## config.mk

```make
export PLATFORM = sky130hd
export DESIGN_NAME = wifi_beacon_field_extractor_flat
export DESIGN_NICKNAME = d
export VERILOG_FILES = /design/src/rtl/wbfe_pkg.sv /design/src/rtl/wbfe_byte_if.sv /design/src/rtl/wbfe_result_if.sv /design/src/rtl/wbfe_parse_core.sv /design/src/rtl/wbfe_result_fifo.sv /design/src/rtl/wifi_beacon_field_extractor.sv /design/src/flat_wrapper.sv
export VERILOG_INCLUDE_DIRS = /design/src /design/src/rtl
export SDC_FILE = /design/constraint.sdc
export NUM_CORES = 1
export LEC_CHECK = 0
export ABC_CLOCK_PERIOD_IN_PS = 8000
export BUFFER_PORTS_ARGS = -buffer_cell sky130_fd_sc_hd__buf_2
export CORE_ASPECT_RATIO = 0.7
export CORE_MARGIN = 2
export CORE_UTILIZATION = 58
export CTS_BUF_LIST = sky130_fd_sc_hd__clkbuf_8
export CTS_CLUSTER_DIAMETER = 40
export DETAILED_ROUTE_END_ITERATION = 10
export PLACE_DENSITY = 0.9
export REMOVE_ABC_BUFFERS = 1
export SLEW_MARGIN = 10
export SYNTH_ARGS = -nofsm -noshare
export SYNTH_HDL_FRONTEND = slang
export SYNTH_SLANG_ARGS = --single-unit
```

## constraint.sdc

```tcl
create_clock -name clk -period 8 [get_ports clk]
set_clock_uncertainty 0.15 [all_clocks]
set_input_delay 1.2 -clock clk [delete_from_list [all_inputs] [get_ports clk]]
set_output_delay 1.2 -clock clk [all_outputs]
set_load 0.02 [all_outputs]
```

## src/rtl/wifi_beacon_field_extractor_macros.svh

```systemverilog
// Assertion helpers shared by the extractor modules.
// Both expect a clock named clk and an active-low reset named arst_n in scope.
`ifndef WIFI_BEACON_FIELD_EXTRACTOR_MACROS_SVH
`define WIFI_BEACON_FIELD_EXTRACTOR_MACROS_SVH

// Same-cycle implication, disabled while reset is asserted.
`define WBFE_ASSERT_NOW(label, ante, cons, msg) \
	label: assert property (@(posedge clk) disable iff (!arst_n) (ante) |-> (cons)) \
		else $error(msg);

// Next-cycle implication, disabled while reset is asserted.
`define WBFE_ASSERT_NEXT(label, ante, cons, msg) \
	label: assert property (@(posedge clk) disable iff (!arst_n) (ante) |=> (cons)) \
		else $error(msg);

`endif

```

## src/rtl/wbfe_pkg.sv

```systemverilog
package wbfe_pkg;

	// Default limits of the parser.
	localparam int MAX_PRESENT_WORDS_DEF = 16;
	localparam int MAX_SSID_BYTES_DEF    = 32;

	// Bit 31 of a present word chains to the next word; it is bit 7 of the fourth byte.
	localparam int CHAIN_EXT_BIT = 31;
	localparam int EXT_BYTE_BIT  = CHAIN_EXT_BIT - 24;

	// Widths of the frame counters.
	localparam int POS_W = 17;
	localparam int PWC_W = 5;
	localparam logic [POS_W-1:0] POS_MAX = {POS_W{1'b1}};

	// Byte positions of the radiotap length.
	localparam int HDR_LO_POS = 2;
	localparam int HDR_HI_POS = 3;

	// Offsets from the end of the present words.
	localparam int CHAN_LO_OFS = 14;
	localparam int CHAN_HI_OFS = 15;
	localparam int RSSI_OFS    = 18;

	// Offsets from the radiotap length.
	localparam int BSSID_OFS     = 16;
	localparam int BSSID_END_OFS = 22;
	localparam int SLEN_OFS      = 37;
	localparam int SSID_OFS      = 38;

	// Bits of the reached mask.
	localparam int RM_CHAN  = 0;
	localparam int RM_RSSI  = 1;
	localparam int RM_BSSID = 2;
	localparam int RM_SLEN  = 3;
	localparam int RM_HDR   = 4;
	localparam int RM_W     = 5;

	// Result kinds.
	localparam logic KIND_SSID    = 1'b0;
	localparam logic KIND_SUMMARY = 1'b1;

	// Depth of the result queue; a power of two.
	localparam int FIFO_DEPTH = 4;

	typedef struct packed {
		logic               item_kind;
		logic [7:0]         ssid_char;
		logic [4:0]         ssid_position;
		logic [15:0]        channel_mhz;
		logic signed [8:0]  rssi_dbm;
		logic [47:0]        bssid_addr;
		logic [7:0]         ssid_length;
		logic               fields_complete;
		logic               ssid_truncated;
		logic               run_last;
	} result_t;

	typedef struct packed {
		logic push_a;
		logic push_b;
	} push_ctl_t;

endpackage

```

## src/rtl/wbfe_byte_if.sv

```systemverilog
interface wbfe_byte_if;
	logic       valid;
	logic       ready;
	logic [7:0] pkt_byte;
	logic       pkt_last;

	modport source (output valid, output pkt_byte, output pkt_last, input ready);
	modport sink (input valid, input pkt_byte, input pkt_last, output ready);
endinterface

```

## src/rtl/wbfe_result_if.sv

```systemverilog
interface wbfe_result_if;
	logic               valid;
	logic               ready;
	logic               item_kind;
	logic [7:0]         ssid_char;
	logic [4:0]         ssid_position;
	logic [15:0]        channel_mhz;
	logic signed [8:0]  rssi_dbm;
	logic [47:0]        bssid_addr;
	logic [7:0]         ssid_length;
	logic               fields_complete;
	logic               ssid_truncated;
	logic               run_last;

	modport source (
		output valid, output item_kind, output ssid_char, output ssid_position,
		output channel_mhz, output rssi_dbm, output bssid_addr, output ssid_length,
		output fields_complete, output ssid_truncated, output run_last,
		input ready
	);
	modport sink (
		input valid, input item_kind, input ssid_char, input ssid_position,
		input channel_mhz, input rssi_dbm, input bssid_addr, input ssid_length,
		input fields_complete, input ssid_truncated, input run_last,
		output ready
	);
endinterface

```

## src/rtl/wbfe_parse_core.sv

```systemverilog
`include "wifi_beacon_field_extractor_macros.svh"

module wbfe_parse_core #(
	parameter int MAX_PRESENT_WORDS = wbfe_pkg::MAX_PRESENT_WORDS_DEF,
	parameter int MAX_SSID_BYTES    = wbfe_pkg::MAX_SSID_BYTES_DEF
) (
	input  logic                clk,
	input  logic                arst_n,
	input  logic                step,
	input  logic [7:0]          pkt_byte,
	input  logic                pkt_last,
	output wbfe_pkg::push_ctl_t push,
	output wbfe_pkg::result_t   res_a,
	output wbfe_pkg::result_t   res_b
);

	localparam int POS_W = wbfe_pkg::POS_W;
	localparam int PWC_W = wbfe_pkg::PWC_W;
	localparam int RM_W  = wbfe_pkg::RM_W;
	localparam int REL_W = POS_W + 1;

	// Frame state.
	logic [POS_W-1:0] pos_q;
	logic [15:0]      hdr_len_q, hdr_len_d;
	logic [PWC_W-1:0] pw_count_q, pw_count_d;
	logic             chain_open_q, chain_open_d;
	logic [15:0]      chan_q, chan_d;
	logic [7:0]       rssi_q, rssi_d;
	logic [47:0]      bssid_q, bssid_d;
	logic [7:0]       slen_q, slen_d;
	logic [RM_W-1:0]  reached_q, reached_d;

	logic             chain_hit;
	logic [POS_W-1:0] base_pos;
	logic [REL_W-1:0] rel, ssid_ofs;
	logic             rel_neg, hdr_ok;
	logic [7:0]       lim;
	logic             emit, trunc;
	wbfe_pkg::result_t ssid_res, sum_res;

	// Radiotap length and present-word chain.
	always_comb begin
		hdr_len_d    = hdr_len_q;
		pw_count_d   = pw_count_q;
		chain_open_d = chain_open_q;
		reached_d    = reached_q;
		if (pos_q == POS_W'(wbfe_pkg::HDR_LO_POS)) begin
			hdr_len_d[7:0] = pkt_byte;
		end
		if (pos_q == POS_W'(wbfe_pkg::HDR_HI_POS)) begin
			hdr_len_d[15:8] = pkt_byte;
			reached_d[wbfe_pkg::RM_HDR] = 1'b1;
		end
		chain_hit = chain_open_q && (pos_q == POS_W'({pw_count_q, 2'b11}));
		if (chain_hit) begin
			if (pkt_byte[wbfe_pkg::EXT_BYTE_BIT] && (pw_count_q < PWC_W'(MAX_PRESENT_WORDS))) begin
				pw_count_d = pw_count_q + PWC_W'(1);
			end else begin
				chain_open_d = 1'b0;
			end
		end
	end

	// Radiotap fields, placed after the odd-rounded present words.
	assign base_pos = POS_W'({pw_count_d | PWC_W'(1), 2'b00});

	always_comb begin
		chan_d = chan_q;
		rssi_d = rssi_q;
		if (!chain_open_d) begin
			if (pos_q == base_pos + POS_W'(wbfe_pkg::CHAN_LO_OFS)) begin
				chan_d[7:0] = pkt_byte;
			end
			if (pos_q == base_pos + POS_W'(wbfe_pkg::CHAN_HI_OFS)) begin
				chan_d[15:8] = pkt_byte;
			end
			if (pos_q == base_pos + POS_W'(wbfe_pkg::RSSI_OFS)) begin
				rssi_d = pkt_byte;
			end
		end
	end

	// Frame fields relative to the radiotap length.
	assign rel      = {1'b0, pos_q} - REL_W'(hdr_len_q);
	assign rel_neg  = rel[REL_W-1];
	assign hdr_ok   = reached_q[wbfe_pkg::RM_HDR] && !rel_neg;
	assign ssid_ofs = rel - REL_W'(wbfe_pkg::SSID_OFS);

	always_comb begin
		bssid_d = bssid_q;
		slen_d  = slen_q;
		if (hdr_ok && (rel >= REL_W'(wbfe_pkg::BSSID_OFS))
				&& (rel < REL_W'(wbfe_pkg::BSSID_END_OFS))) begin
			bssid_d = {bssid_q[39:0], pkt_byte};
		end
		if (hdr_ok && (rel == REL_W'(wbfe_pkg::SLEN_OFS))) begin
			slen_d = pkt_byte;
		end
	end

	// Reached flags for the channel, RSSI, BSSID and SSID length.
	logic [RM_W-1:0] reached_f;
	always_comb begin
		reached_f = reached_d;
		if (!chain_open_d && (pos_q == base_pos + POS_W'(wbfe_pkg::CHAN_HI_OFS))) begin
			reached_f[wbfe_pkg::RM_CHAN] = 1'b1;
		end
		if (!chain_open_d && (pos_q == base_pos + POS_W'(wbfe_pkg::RSSI_OFS))) begin
			reached_f[wbfe_pkg::RM_RSSI] = 1'b1;
		end
		if (hdr_ok && (rel == REL_W'(wbfe_pkg::BSSID_END_OFS - 1))) begin
			reached_f[wbfe_pkg::RM_BSSID] = 1'b1;
		end
		if (hdr_ok && (rel == REL_W'(wbfe_pkg::SLEN_OFS))) begin
			reached_f[wbfe_pkg::RM_SLEN] = 1'b1;
		end
	end

	// SSID byte window and truncation check.
	assign lim = (slen_d < 8'(MAX_SSID_BYTES)) ? slen_d : 8'(MAX_SSID_BYTES);
	assign emit = hdr_ok && reached_f[wbfe_pkg::RM_SLEN]
		&& (rel >= REL_W'(wbfe_pkg::SSID_OFS)) && (ssid_ofs < REL_W'(lim));
	assign trunc = !reached_f[wbfe_pkg::RM_SLEN] || (slen_d > 8'(MAX_SSID_BYTES)) || rel_neg
		|| (rel < REL_W'(wbfe_pkg::SSID_OFS - 1) + REL_W'(lim));

	// Result items.
	always_comb begin
		ssid_res               = '0;
		ssid_res.item_kind     = wbfe_pkg::KIND_SSID;
		ssid_res.ssid_char     = pkt_byte;
		ssid_res.ssid_position = ssid_ofs[4:0];
		ssid_res.run_last      = !pkt_last;

		sum_res                 = '0;
		sum_res.item_kind       = wbfe_pkg::KIND_SUMMARY;
		sum_res.channel_mhz     = chan_d;
		sum_res.rssi_dbm        = $signed({1'b1, rssi_d});
		sum_res.bssid_addr      = bssid_d;
		sum_res.ssid_length     = slen_d;
		sum_res.fields_complete = &reached_f;
		sum_res.ssid_truncated  = trunc;
		sum_res.run_last        = 1'b1;
	end

	assign push.push_a = step && (emit || pkt_last);
	assign push.push_b = step && emit && pkt_last;
	assign res_a       = emit ? ssid_res : sum_res;
	assign res_b       = sum_res;

	// State update; the final byte returns the parser to its reset state.
	always_ff @(posedge clk or negedge arst_n) begin
		if (!arst_n) begin
			pos_q        <= '0;
			hdr_len_q    <= '0;
			pw_count_q   <= PWC_W'(1);
			chain_open_q <= 1'b1;
			chan_q       <= '0;
			rssi_q       <= '0;
			bssid_q      <= '0;
			slen_q       <= '0;
			reached_q    <= '0;
		end else if (step) begin
			if (pkt_last) begin
				pos_q        <= '0;
				hdr_len_q    <= '0;
				pw_count_q   <= PWC_W'(1);
				chain_open_q <= 1'b1;
				chan_q       <= '0;
				rssi_q       <= '0;
				bssid_q      <= '0;
				slen_q       <= '0;
				reached_q    <= '0;
			end else begin
				if (pos_q != wbfe_pkg::POS_MAX) begin
					pos_q <= pos_q + POS_W'(1);
				end
				hdr_len_q    <= hdr_len_d;
				pw_count_q   <= pw_count_d;
				chain_open_q <= chain_open_d;
				chan_q       <= chan_d;
				rssi_q       <= rssi_d;
				bssid_q      <= bssid_d;
				slen_q       <= slen_d;
				reached_q    <= reached_f;
			end
		end
	end

	// Checks on the parser state.
	`WBFE_ASSERT_NEXT(a_last_clears_pos, step && pkt_last, pos_q == '0, "frame end did not clear position")
	`WBFE_ASSERT_NOW(a_pw_count_range, 1'b1, (pw_count_q != '0) && (pw_count_q <= PWC_W'(MAX_PRESENT_WORDS)), "present word count out of range")
	`WBFE_ASSERT_NOW(a_pair_order, push.push_b, push.push_a && (res_a.item_kind == wbfe_pkg::KIND_SSID) && (res_b.item_kind == wbfe_pkg::KIND_SUMMARY), "result pair out of order")

endmodule

```

## src/rtl/wbfe_result_fifo.sv

```systemverilog
`include "wifi_beacon_field_extractor_macros.svh"

module wbfe_result_fifo (
	input  logic                clk,
	input  logic                arst_n,
	input  wbfe_pkg::push_ctl_t push,
	input  wbfe_pkg::result_t   res_a,
	input  wbfe_pkg::result_t   res_b,
	output logic                space_two,
	output logic                out_valid,
	input  logic                out_ready,
	output wbfe_pkg::result_t   out_res
);

	localparam int DEPTH = wbfe_pkg::FIFO_DEPTH;
	localparam int PTR_W = $clog2(DEPTH);
	localparam int CNT_W = $clog2(DEPTH + 1);

	wbfe_pkg::result_t mem_q [DEPTH];
	logic [PTR_W-1:0]  wr_ptr_q, rd_ptr_q;
	logic [CNT_W-1:0]  count_q;
	logic              pop;

	assign pop       = out_valid && out_ready;
	assign out_valid = (count_q != '0);
	assign out_res   = mem_q[rd_ptr_q];
	assign space_two = (count_q <= CNT_W'(DEPTH - 2));

	// Storage: up to two writes per cycle at consecutive slots.
	always_ff @(posedge clk) begin
		if (push.push_a) begin
			mem_q[wr_ptr_q] <= res_a;
		end
		if (push.push_b) begin
			mem_q[wr_ptr_q + PTR_W'(1)] <= res_b;
		end
	end

	// Pointers and fill count.
	always_ff @(posedge clk or negedge arst_n) begin
		if (!arst_n) begin
			wr_ptr_q <= '0;
			rd_ptr_q <= '0;
			count_q  <= '0;
		end else begin
			wr_ptr_q <= wr_ptr_q + PTR_W'(push.push_a) + PTR_W'(push.push_b);
			rd_ptr_q <= rd_ptr_q + PTR_W'(pop);
			count_q  <= count_q + CNT_W'(push.push_a) + CNT_W'(push.push_b) - CNT_W'(pop);
		end
	end

	// Checks on the queue bookkeeping.
	`WBFE_ASSERT_NOW(a_count_bound, 1'b1, count_q <= CNT_W'(DEPTH), "result queue overfilled")
	`WBFE_ASSERT_NOW(a_push_room, push.push_a, space_two, "push without room for a result pair")
	`WBFE_ASSERT_NEXT(a_pop_count, pop && !push.push_a, count_q == $past(count_q) - CNT_W'(1), "pop did not lower fill count")

endmodule

```

## src/rtl/wifi_beacon_field_extractor.sv

```systemverilog
// Beacon field extractor for radiotap-wrapped 802.11 frames.
// The frame channel carries one captured byte per transfer, with pkt_last set
// on the final byte of a frame. The report channel carries result items: one
// item per SSID byte (up to MAX_SSID_BYTES per frame), and a summary item on
// the final byte with channel, RSSI, BSSID, SSID length and status flags.
// run_last marks the final item caused by one input byte.
// Each accepted byte is held in an input register; the parse logic then
// writes its results into a four-entry result queue, from which they are
// offered on the report channel. One byte is taken every cycle while the
// receiver keeps up; a final byte that also carries an SSID byte puts two
// items in the queue, the SSID item ahead of the summary.
// When the receiver stalls, the queue fills, and frame.ready falls while a byte
// is held and fewer than two queue entries are free; no item is dropped.
// Reset clears the input valid flag, the queue and the parse state, which also
// returns to its reset values after every final byte.

module wifi_beacon_field_extractor #(
	parameter int MAX_PRESENT_WORDS = wbfe_pkg::MAX_PRESENT_WORDS_DEF,
	parameter int MAX_SSID_BYTES    = wbfe_pkg::MAX_SSID_BYTES_DEF
) (
	input logic           clk,
	input logic           arst_n,
	wbfe_byte_if.sink     frame,
	wbfe_result_if.source report
);

	logic       valid_s1;
	logic [7:0] byte_s1;
	logic       last_s1;
	logic       step;
	logic       space_two;

	wbfe_pkg::push_ctl_t push;
	wbfe_pkg::result_t   res_a, res_b, out_res;

	// The held byte is parsed when the queue has room for a result pair.
	assign step        = valid_s1 && space_two;
	assign frame.ready = !valid_s1 || step;

	// Input register.
	always_ff @(posedge clk or negedge arst_n) begin
		if (!arst_n) begin
			valid_s1 <= 1'b0;
		end else if (frame.ready) begin
			valid_s1 <= frame.valid;
		end
	end

	always_ff @(posedge clk) begin
		if (frame.valid && frame.ready) begin
			byte_s1 <= frame.pkt_byte;
			last_s1 <= frame.pkt_last;
		end
	end

	wbfe_parse_core #(
		.MAX_PRESENT_WORDS(MAX_PRESENT_WORDS),
		.MAX_SSID_BYTES(MAX_SSID_BYTES)
	) u_core (
		.clk(clk),
		.arst_n(arst_n),
		.step(step),
		.pkt_byte(byte_s1),
		.pkt_last(last_s1),
		.push(push),
		.res_a(res_a),
		.res_b(res_b)
	);

	wbfe_result_fifo u_fifo (
		.clk(clk),
		.arst_n(arst_n),
		.push(push),
		.res_a(res_a),
		.res_b(res_b),
		.space_two(space_two),
		.out_valid(report.valid),
		.out_ready(report.ready),
		.out_res(out_res)
	);

	// Result payload onto the report channel.
	assign report.item_kind       = out_res.item_kind;
	assign report.ssid_char       = out_res.ssid_char;
	assign report.ssid_position   = out_res.ssid_position;
	assign report.channel_mhz     = out_res.channel_mhz;
	assign report.rssi_dbm        = out_res.rssi_dbm;
	assign report.bssid_addr      = out_res.bssid_addr;
	assign report.ssid_length     = out_res.ssid_length;
	assign report.fields_complete = out_res.fields_complete;
	assign report.ssid_truncated  = out_res.ssid_truncated;
	assign report.run_last        = out_res.run_last;

endmodule
```

## src/flat_wrapper.sv

```systemverilog
// flat-port wrapper written by rule: the top's interface ports become plain ports
module wifi_beacon_field_extractor_flat 
#(
	parameter int MAX_PRESENT_WORDS = wbfe_pkg::MAX_PRESENT_WORDS_DEF,
	parameter int MAX_SSID_BYTES    = wbfe_pkg::MAX_SSID_BYTES_DEF
)
  (clk, arst_n, frame_valid, frame_pkt_byte, frame_pkt_last, frame_ready, report_valid, report_item_kind, report_ssid_char, report_ssid_position, report_channel_mhz, report_rssi_dbm, report_bssid_addr, report_ssid_length, report_fields_complete, report_ssid_truncated, report_run_last, report_ready);
  wbfe_byte_if frame_i ();
  wbfe_result_if report_i ();
  input logic clk;
  input logic arst_n;
  input wire logic [$bits(frame_i.valid)-1:0] frame_valid;
  input wire logic [$bits(frame_i.pkt_byte)-1:0] frame_pkt_byte;
  input wire logic [$bits(frame_i.pkt_last)-1:0] frame_pkt_last;
  output wire logic [$bits(frame_i.ready)-1:0] frame_ready;
  output wire logic [$bits(report_i.valid)-1:0] report_valid;
  output wire logic [$bits(report_i.item_kind)-1:0] report_item_kind;
  output wire logic [$bits(report_i.ssid_char)-1:0] report_ssid_char;
  output wire logic [$bits(report_i.ssid_position)-1:0] report_ssid_position;
  output wire logic [$bits(report_i.channel_mhz)-1:0] report_channel_mhz;
  output wire logic [$bits(report_i.rssi_dbm)-1:0] report_rssi_dbm;
  output wire logic [$bits(report_i.bssid_addr)-1:0] report_bssid_addr;
  output wire logic [$bits(report_i.ssid_length)-1:0] report_ssid_length;
  output wire logic [$bits(report_i.fields_complete)-1:0] report_fields_complete;
  output wire logic [$bits(report_i.ssid_truncated)-1:0] report_ssid_truncated;
  output wire logic [$bits(report_i.run_last)-1:0] report_run_last;
  input wire logic [$bits(report_i.ready)-1:0] report_ready;
  assign frame_i.valid = frame_valid;
  assign frame_i.pkt_byte = frame_pkt_byte;
  assign frame_i.pkt_last = frame_pkt_last;
  assign frame_ready = frame_i.ready;
  assign report_valid = report_i.valid;
  assign report_item_kind = report_i.item_kind;
  assign report_ssid_char = report_i.ssid_char;
  assign report_ssid_position = report_i.ssid_position;
  assign report_channel_mhz = report_i.channel_mhz;
  assign report_rssi_dbm = report_i.rssi_dbm;
  assign report_bssid_addr = report_i.bssid_addr;
  assign report_ssid_length = report_i.ssid_length;
  assign report_fields_complete = report_i.fields_complete;
  assign report_ssid_truncated = report_i.ssid_truncated;
  assign report_run_last = report_i.run_last;
  assign report_i.ready = report_ready;
  wifi_beacon_field_extractor #(.MAX_PRESENT_WORDS(MAX_PRESENT_WORDS), .MAX_SSID_BYTES(MAX_SSID_BYTES)) u_core (.clk(clk), .arst_n(arst_n), .frame(frame_i), .report(report_i));
endmodule
```

Yosys cells after proc, flatten, opt, wreduce, memory -nomap -nowiden
Memory sizes are Yosys's and may differ from the RTL's.
Index checks and enable logic that the tools add are counted.
{"block": "totals", "in_bits": 13, "ram_bits": 392, "register_bits": 141, "out_inout_bits": 100, "mem_count": 1, "word_cells": 124}
{"name": "u_core.u_fifo.mem_q", "words": 4, "word_bits": 98, "rd": 1, "rd_ports_with_merged_regs": 0, "wr": 2, "line": "wbfe_result_fifo.sv:19", "source": "wbfe_pkg::result_t mem_q [DEPTH];"}
{"block": "classes", "n_reduce_logical": 39, "muxes": 34, "n_eq_ne": 9, "addsub": 15, "order_cmp": 9}
{"cell": "$mux 98", "n": 1}
{"cell": "$mux 48", "n": 2}
{"cell": "$mux 8", "n": 10}
{"cell": "$eq 17x8->1", "n": 3}
{"cell": "$mux 16", "n": 3}
{"cell": "$eq 17x2->1 const B", "n": 2}
{"cell": "$mux 17", "n": 2}
{"cell": "$mux 5", "n": 4}
{"cell": "$eq 18x5->1 const B", "n": 1}
{"cell": "$eq 18x6->1 const B", "n": 1}
{"cell": "$ge 18x5->1 const B", "n": 1}
{"cell": "$ge 18x6->1 const B", "n": 1}
{"cell": "$logic_and 1x1->1", "n": 18}
{"cell": "$lt 18x5->1 const B", "n": 1}
{"cell": "$lt 18x8->1", "n": 1}
{"cell": "$lt 18x9->1", "n": 1}
{"cell": "$sub 17x16->18", "n": 1}
{"cell": "$sub 18x6->18 const B", "n": 1}
{"cell": "$add 17x1->17 const B", "n": 1}
{"cell": "$eq 17x7->1", "n": 1}
{"cell": "$ne 17x17->1 const B", "n": 1}
{"cell": "$add 7x4->8 const B", "n": 2}
{"cell": "$mux 1", "n": 12}
{"cell": "$reduce_bool 2->1", "n": 5}
{"cell": "other kinds (17)", "n": 30}

Depth between registers and ports, before layout
{"block": "depth", "depth_word": 14, "mapped_depth": 30, "mapped_depth_nobuf": 29}

By module
From an unflattened synthesis, not the netlist that was laid out.
{"block": "unflattened", "hier_cells": 2046, "hier_area_um2": 28332.2}
{"mod": "wbfe_result_fifo", "cells_per_inst": 984, "instances": 1, "area_per_inst_um2": 19351.1}
{"mod": "wbfe_parse_core", "cells_per_inst": 1048, "instances": 1, "area_per_inst_um2": 8650.8}
{"mod": "wifi_beacon_field_extractor", "cells_per_inst": 14, "instances": 1, "area_per_inst_um2": 330.3}

Least setup slack after synthesis
No wires, ideal clock.
{"block": "synth_timing", "kind": "register to register", "start": "register u_core.u_core.pos_q[0]", "end": "memory u_core.u_fifo.mem_q[0][10] (netlist name) (enable)", "n_path_buf": 3, "setup_slack_ns": 0.034, "required_time_ns": 7.414, "t_arrival_ns": 7.380, "stages_incl_launch_ff": 26, "path_cell_list": "dfrtp_1 inv_1 ha_1 fa_1 nand2b_1 a211oi_1 o31a_1 o21ai_0 a22oi_1 or4b_4 nor3_1 buf_4 mux2i_1 inv_1 nand2_1 ha_1 a31o_2 a221oi_1 nand4b_1 nor3b_1 o211a_1 buf_4 nand3_1 o311a_1 buf_6 inv_1"}
{"element": "start, declared", "line": "wbfe_parse_core.sv:23", "source": "logic [POS_W-1:0] pos_q;"}
{"element": "start signal, assigned", "line": "wbfe_parse_core.sv:175", "source": "pos_q <= pos_q + POS_W'(1);"}
{"element": "end, declared", "line": "wbfe_result_fifo.sv:19"}

Final worst setup path
{"block": "layout_timing", "start": "register u_core.u_core.pos_q[0]", "end": "register u_core.u_fifo.count_q[2]"}
{"block": "layout_via", "elab_chain_len": 14, "word_cells_on_any_way": 22}
{"element": "$sub 17x16->18 (*)", "line": "wbfe_parse_core.sv:84", "source": "assign rel = {1'b0, pos_q} - REL_W'(hdr_len_q);"}
{"element": "branches (longest 7 deep; another with $lt 18x8->1)"}
{"element": "$logic_and 1x1->1 (*)", "line": "wbfe_parse_core.sv:122", "source": "&& (rel >= REL_W'(wbfe_pkg::SSID_OFS)) && (ssid_ofs < REL_W'(lim));"}
{"element": "$logic_or 1x1->1", "line": "wbfe_parse_core.sv:145", "source": "assign push.push_a = step && (emit || pkt_last);"}
{"element": "$logic_and 1x1->1", "line": "wbfe_parse_core.sv:145"}
{"element": "$add 3x1->3", "line": "wbfe_result_fifo.sv:48", "source": "count_q <= count_q + CNT_W'(push.push_a) + CNT_W'(push.push_b) - CNT_W'(pop);"}
{"element": "$add 3x1->3 (*)", "line": "wbfe_result_fifo.sv:48"}
{"element": "$sub 3x1->3 (*)", "line": "wbfe_result_fifo.sv:48"}
{"element": "end signal, assigned", "line": "wbfe_result_fifo.sv:48"}
{"element": "end, declared", "line": "wbfe_result_fifo.sv:21", "source": "logic [CNT_W-1:0] count_q;"}
Mark *: on every way between the ends.
A chain may end at the register's enable or synchronous reset.

==> results.yml <==
finish:
  n_antenna_cell: 0
  postLayoutCoreUtil: 0.649
  drive_gt1_frac: 0.185
  area_growth_pct: 11.2
  fin_cells: 2698
  nNetsFinal: 2136
die:
  core_area_um2: 42100
  die_area_um2: 44000
  core.rowCount: 63
  die_y_um: 176
  initial_core_util: 0.584
  ioPinCount: 113
  die_x_um: 250
global_routing:
  antenna_found_initial: 1
  grt_pass1_vias: 17400
  overflow: 0
  track_usage: 0.293
  grt_max_degree: 83
  grt_pass1_wl_mm: 99.1
route:
  vias: 17300
  initialDrtViolationCount: 2147
  remaining_drc_errors: 0
  drt_pre_antenna_iters: 7
  wire_per_inst_um: 23.5
  wl_mm: 63.4
  vias_per_cell: 6.40
  final_antenna_net_count: 0
timing:
  final-setup-viol-count: 0
  fin_tns_setup_ps: 0
  maxSlewHeadroom: 0.188
  hold_slack_ps: 306
  layout_min_cycle_time_ps: 7370
  fin_ws_ps: 633
  period_share: 0.921
  rsz0062_at_grt: "false"
  finalMaxSlewViolations: 0
  fmax_mhz: 136
  tightestPinTransition_ps: 1220
  finalHoldViolations: 0
yosys:
  synth.cell_area_um2: 24600
  synth.distinct_cells: 85
  ys_seq_area_frac: 0.595
  synth_edf_count: 337
  async_reset_ff_frac: 0.250
  yosys_warnings: 0
  ys_ff_latch: 529
  synth_flop_cell: "edfxtp_1"
  syn_avg_cell_area_um2: 12.5
  netlist_instances: 1972
min_path:
  worstHoldPathCells: 2
  hp-class: "flip-flop to flip-flop"
clock_tree:
  numCtsBuffers: 80
  clk_pin_slew_worst_paths_ps: 70
  cts_buffer_depth: 3
  htree_levels: 3
  cts_root_buffer: "clkbuf_8"
  clock_latency_ps: 670
  postCtsSetupBuffers: 0
  ctsResizeCount: 0
  clock_sinks: 529
  cts_hold_buf: 0
  cts_tree: "built"
power:
  leakagePower_nw: 10.4
  p_per_area_nw_per_um2: 378
  irDropWorstVdd_mv: 0.254
setup_path:
  critPathBufInv: 5
  critPathMaxFanout: 11
  path_depth: 28
  path_class: "flip-flop to flip-flop"
  crit_family: "compound AO/OA/AOI/OAI gates"
  cp_data_arrival_time_ps: 7760
  max_stage_delay_ps: 630
  r2r_cells: 28
  required_ps: 8400
  crit_path_top_delay_cell: "a211oi_1"
  crit_path_end_kind: "flip-flop"
  startpoint_type: "flip-flop"
place:
  post-dp-hpwl_mm: 38.7
  dp.cells: 2549
  gp_congestion: 0.953
  portBuffers: 112
  pre_cts_slack_ps: 792
flow_run:
  cap_violations: 0
status:
  outcome: "finished, final reports clean"
-- cells by family after synthesis --
| group | synth area share |
|---|---|
| multiplexers | 0.122 |
| other | 0.000153 |
| AND/OR/NAND/NOR | 0.116 |
| buffers and inverters | 0.0313 |
| XOR/XNOR | 0.0132 |
| flip-flops | 0.595 |
| AO/OA/AOI/OAI | 0.0984 |
| adder cells (fa/ha/maj) | 0.0236 |
-- routing by layer --
metal,track usage,up-vias,share of wire
li1,-,7504,-
met1,0.403,8589,0.39
met2,0.462,1041,0.47
met3,0.0630,143,0.10
met4,0.120,2,0.035
met5,0,-,0.00020
-- Yosys cell counts, types with 7 or more instances --
cell | number | area, um^2
o21ai_0 | 106 | 531
clkbuf_1 | 73 | 274
a21oi_1 | 36 | 180
ha_1 | 40 | 500
nor3_1 | 16 | 80.1
nand2_1 | 123 | 462
a31oi_1 | 9 | 56.3
nand4_1 | 14 | 87.6
mux2i_1 | 81 | 811
edfxtp_1 | 337 | 10100
nor2_1 | 394 | 1480
a21o_1 | 9 | 67.6
buf_4 | 8 | 60.1
a22o_1 | 69 | 604
xnor2_1 | 22 | 193
nor4_1 | 8 | 50.1
and2_1 | 7 | 43.8
or3_1 | 9 | 56.3
xor2_1 | 15 | 131
and3_1 | 12 | 75.1
buf_1 | 15 | 56.3
nand3_1 | 21 | 105
nor2b_1 | 8 | 50.1
nand2b_1 | 9 | 56.3
dfxtp_1 | 60 | 1200
buf_2 | 35 | 175
mux4_2 | 97 | 2180
inv_1 | 47 | 176
a22oi_1 | 49 | 368
dfrtp_1 | 130 | 3250
-- final timing paths --
check	startpoint	endpoint	slack, ps
min in group asynchronous	arst_n	u_core.valid_s1$_DFFE_PN0N_	390
worst max-delay path	u_core.u_core.pos_q[0]$_DFFE_PN0P_	u_core.u_fifo.count_q[2]$_DFF_PN0_	630
max in group asynchronous	arst_n	u_core.u_fifo.rd_ptr_q[1]$_DFF_PN0_	5670
worst min register to register	u_core.u_fifo.mem_q[0][0]$_SDFFE_PP1P_	u_core.u_fifo.mem_q[0][0]$_SDFFE_PP1P_	310
worst min-delay path	u_core.u_fifo.mem_q[0][0]$_SDFFE_PP1P_	u_core.u_fifo.mem_q[0][0]$_SDFFE_PP1P_	310
worst max register to register	u_core.u_core.pos_q[0]$_DFFE_PN0P_	u_core.u_fifo.count_q[2]$_DFF_PN0_	630
-- area by class of cell --
type,count,area [um^2]
fillers,2982,14800
flip-flops and latches,529,14600
multi-input cells,1265,9220
clock buffers,93,1280
repair buffers,156,1020
well taps,552,691
clock inverters,56,278
inverters,47,186
-- per-stage QoR --
step,area [um^2],power [mW]
4_1_cts,27300,10.3
3_3_place_gp,25800,8.01
2_1_floorplan,24000,6.64
6_report,27300,10.3
5_1_grt,27300,10.9
3_5_place_dp,25800,8.11
-- placed cells by master, fill, tap and decap left out, drive strengths merged, types with 14 or more instances in the layout --
master | netlist | routed
dfrtp | 130 | 130
a22oi | 49 | 49
a22o | 69 | 69
buf | 60 | 156
mux2i | 81 | 81
mux4 | 97 | 97
edfxtp | 337 | 337
a21oi | 37 | 37
ha | 40 | 40
clkbuf | 74 | 93
o21ai | 110 | 110
nor2 | 397 | 397
nor3 | 16 | 16
nand4 | 14 | 14
xnor2 | 22 | 22
nand3 | 23 | 23
dfxtp | 60 | 60
nand2 | 123 | 123
xor2 | 15 | 15
inv | 47 | 91
-- power breakdown --
part | internal [mW] | leakage (nW) | switching (mW) | total, mW
registers | 3.22 | 5.44 | 0.227 | 3.44
clock network | 1.08 | 0.929 | 1.08 | 2.16
logic | 1.69 | 4.00 | 3.02 | 4.71
-- state kept, by name, summed over array words and instances (netlist names), 2 cells and up --
signal                    flops
u_core.u_fifo.mem_q         388
u_core.u_core.bssid_q        48
u_core.u_core.pos_q          17
u_core.u_core.chan_q         16
u_core.u_core.hdr_len_q      16
u_core.byte_s1                8
u_core.u_core.rssi_q          8
u_core.u_core.slen_q          8
u_core.u_core.pw_count_q      5
u_core.u_core.reached_q       5
u_core.u_fifo.count_q         3
u_core.u_fifo.rd_ptr_q        2
u_core.u_fifo.wr_ptr_q        2
-- worst register-to-register path: cells and delay by family, from the launching register on --
kind / cells / cell delay (ps)
buffers and inverters: 5 / 660
multiplexers: 1 / 100
flip-flops: 1 / 400
adder cells (fa/ha/maj): 6 / 1980
AO/OA/AOI/OAI: 8 / 2220
AND/OR/NAND/NOR: 7 / 1630
XOR/XNOR: 1 / 140
Power figures use the tool's default switching activity.
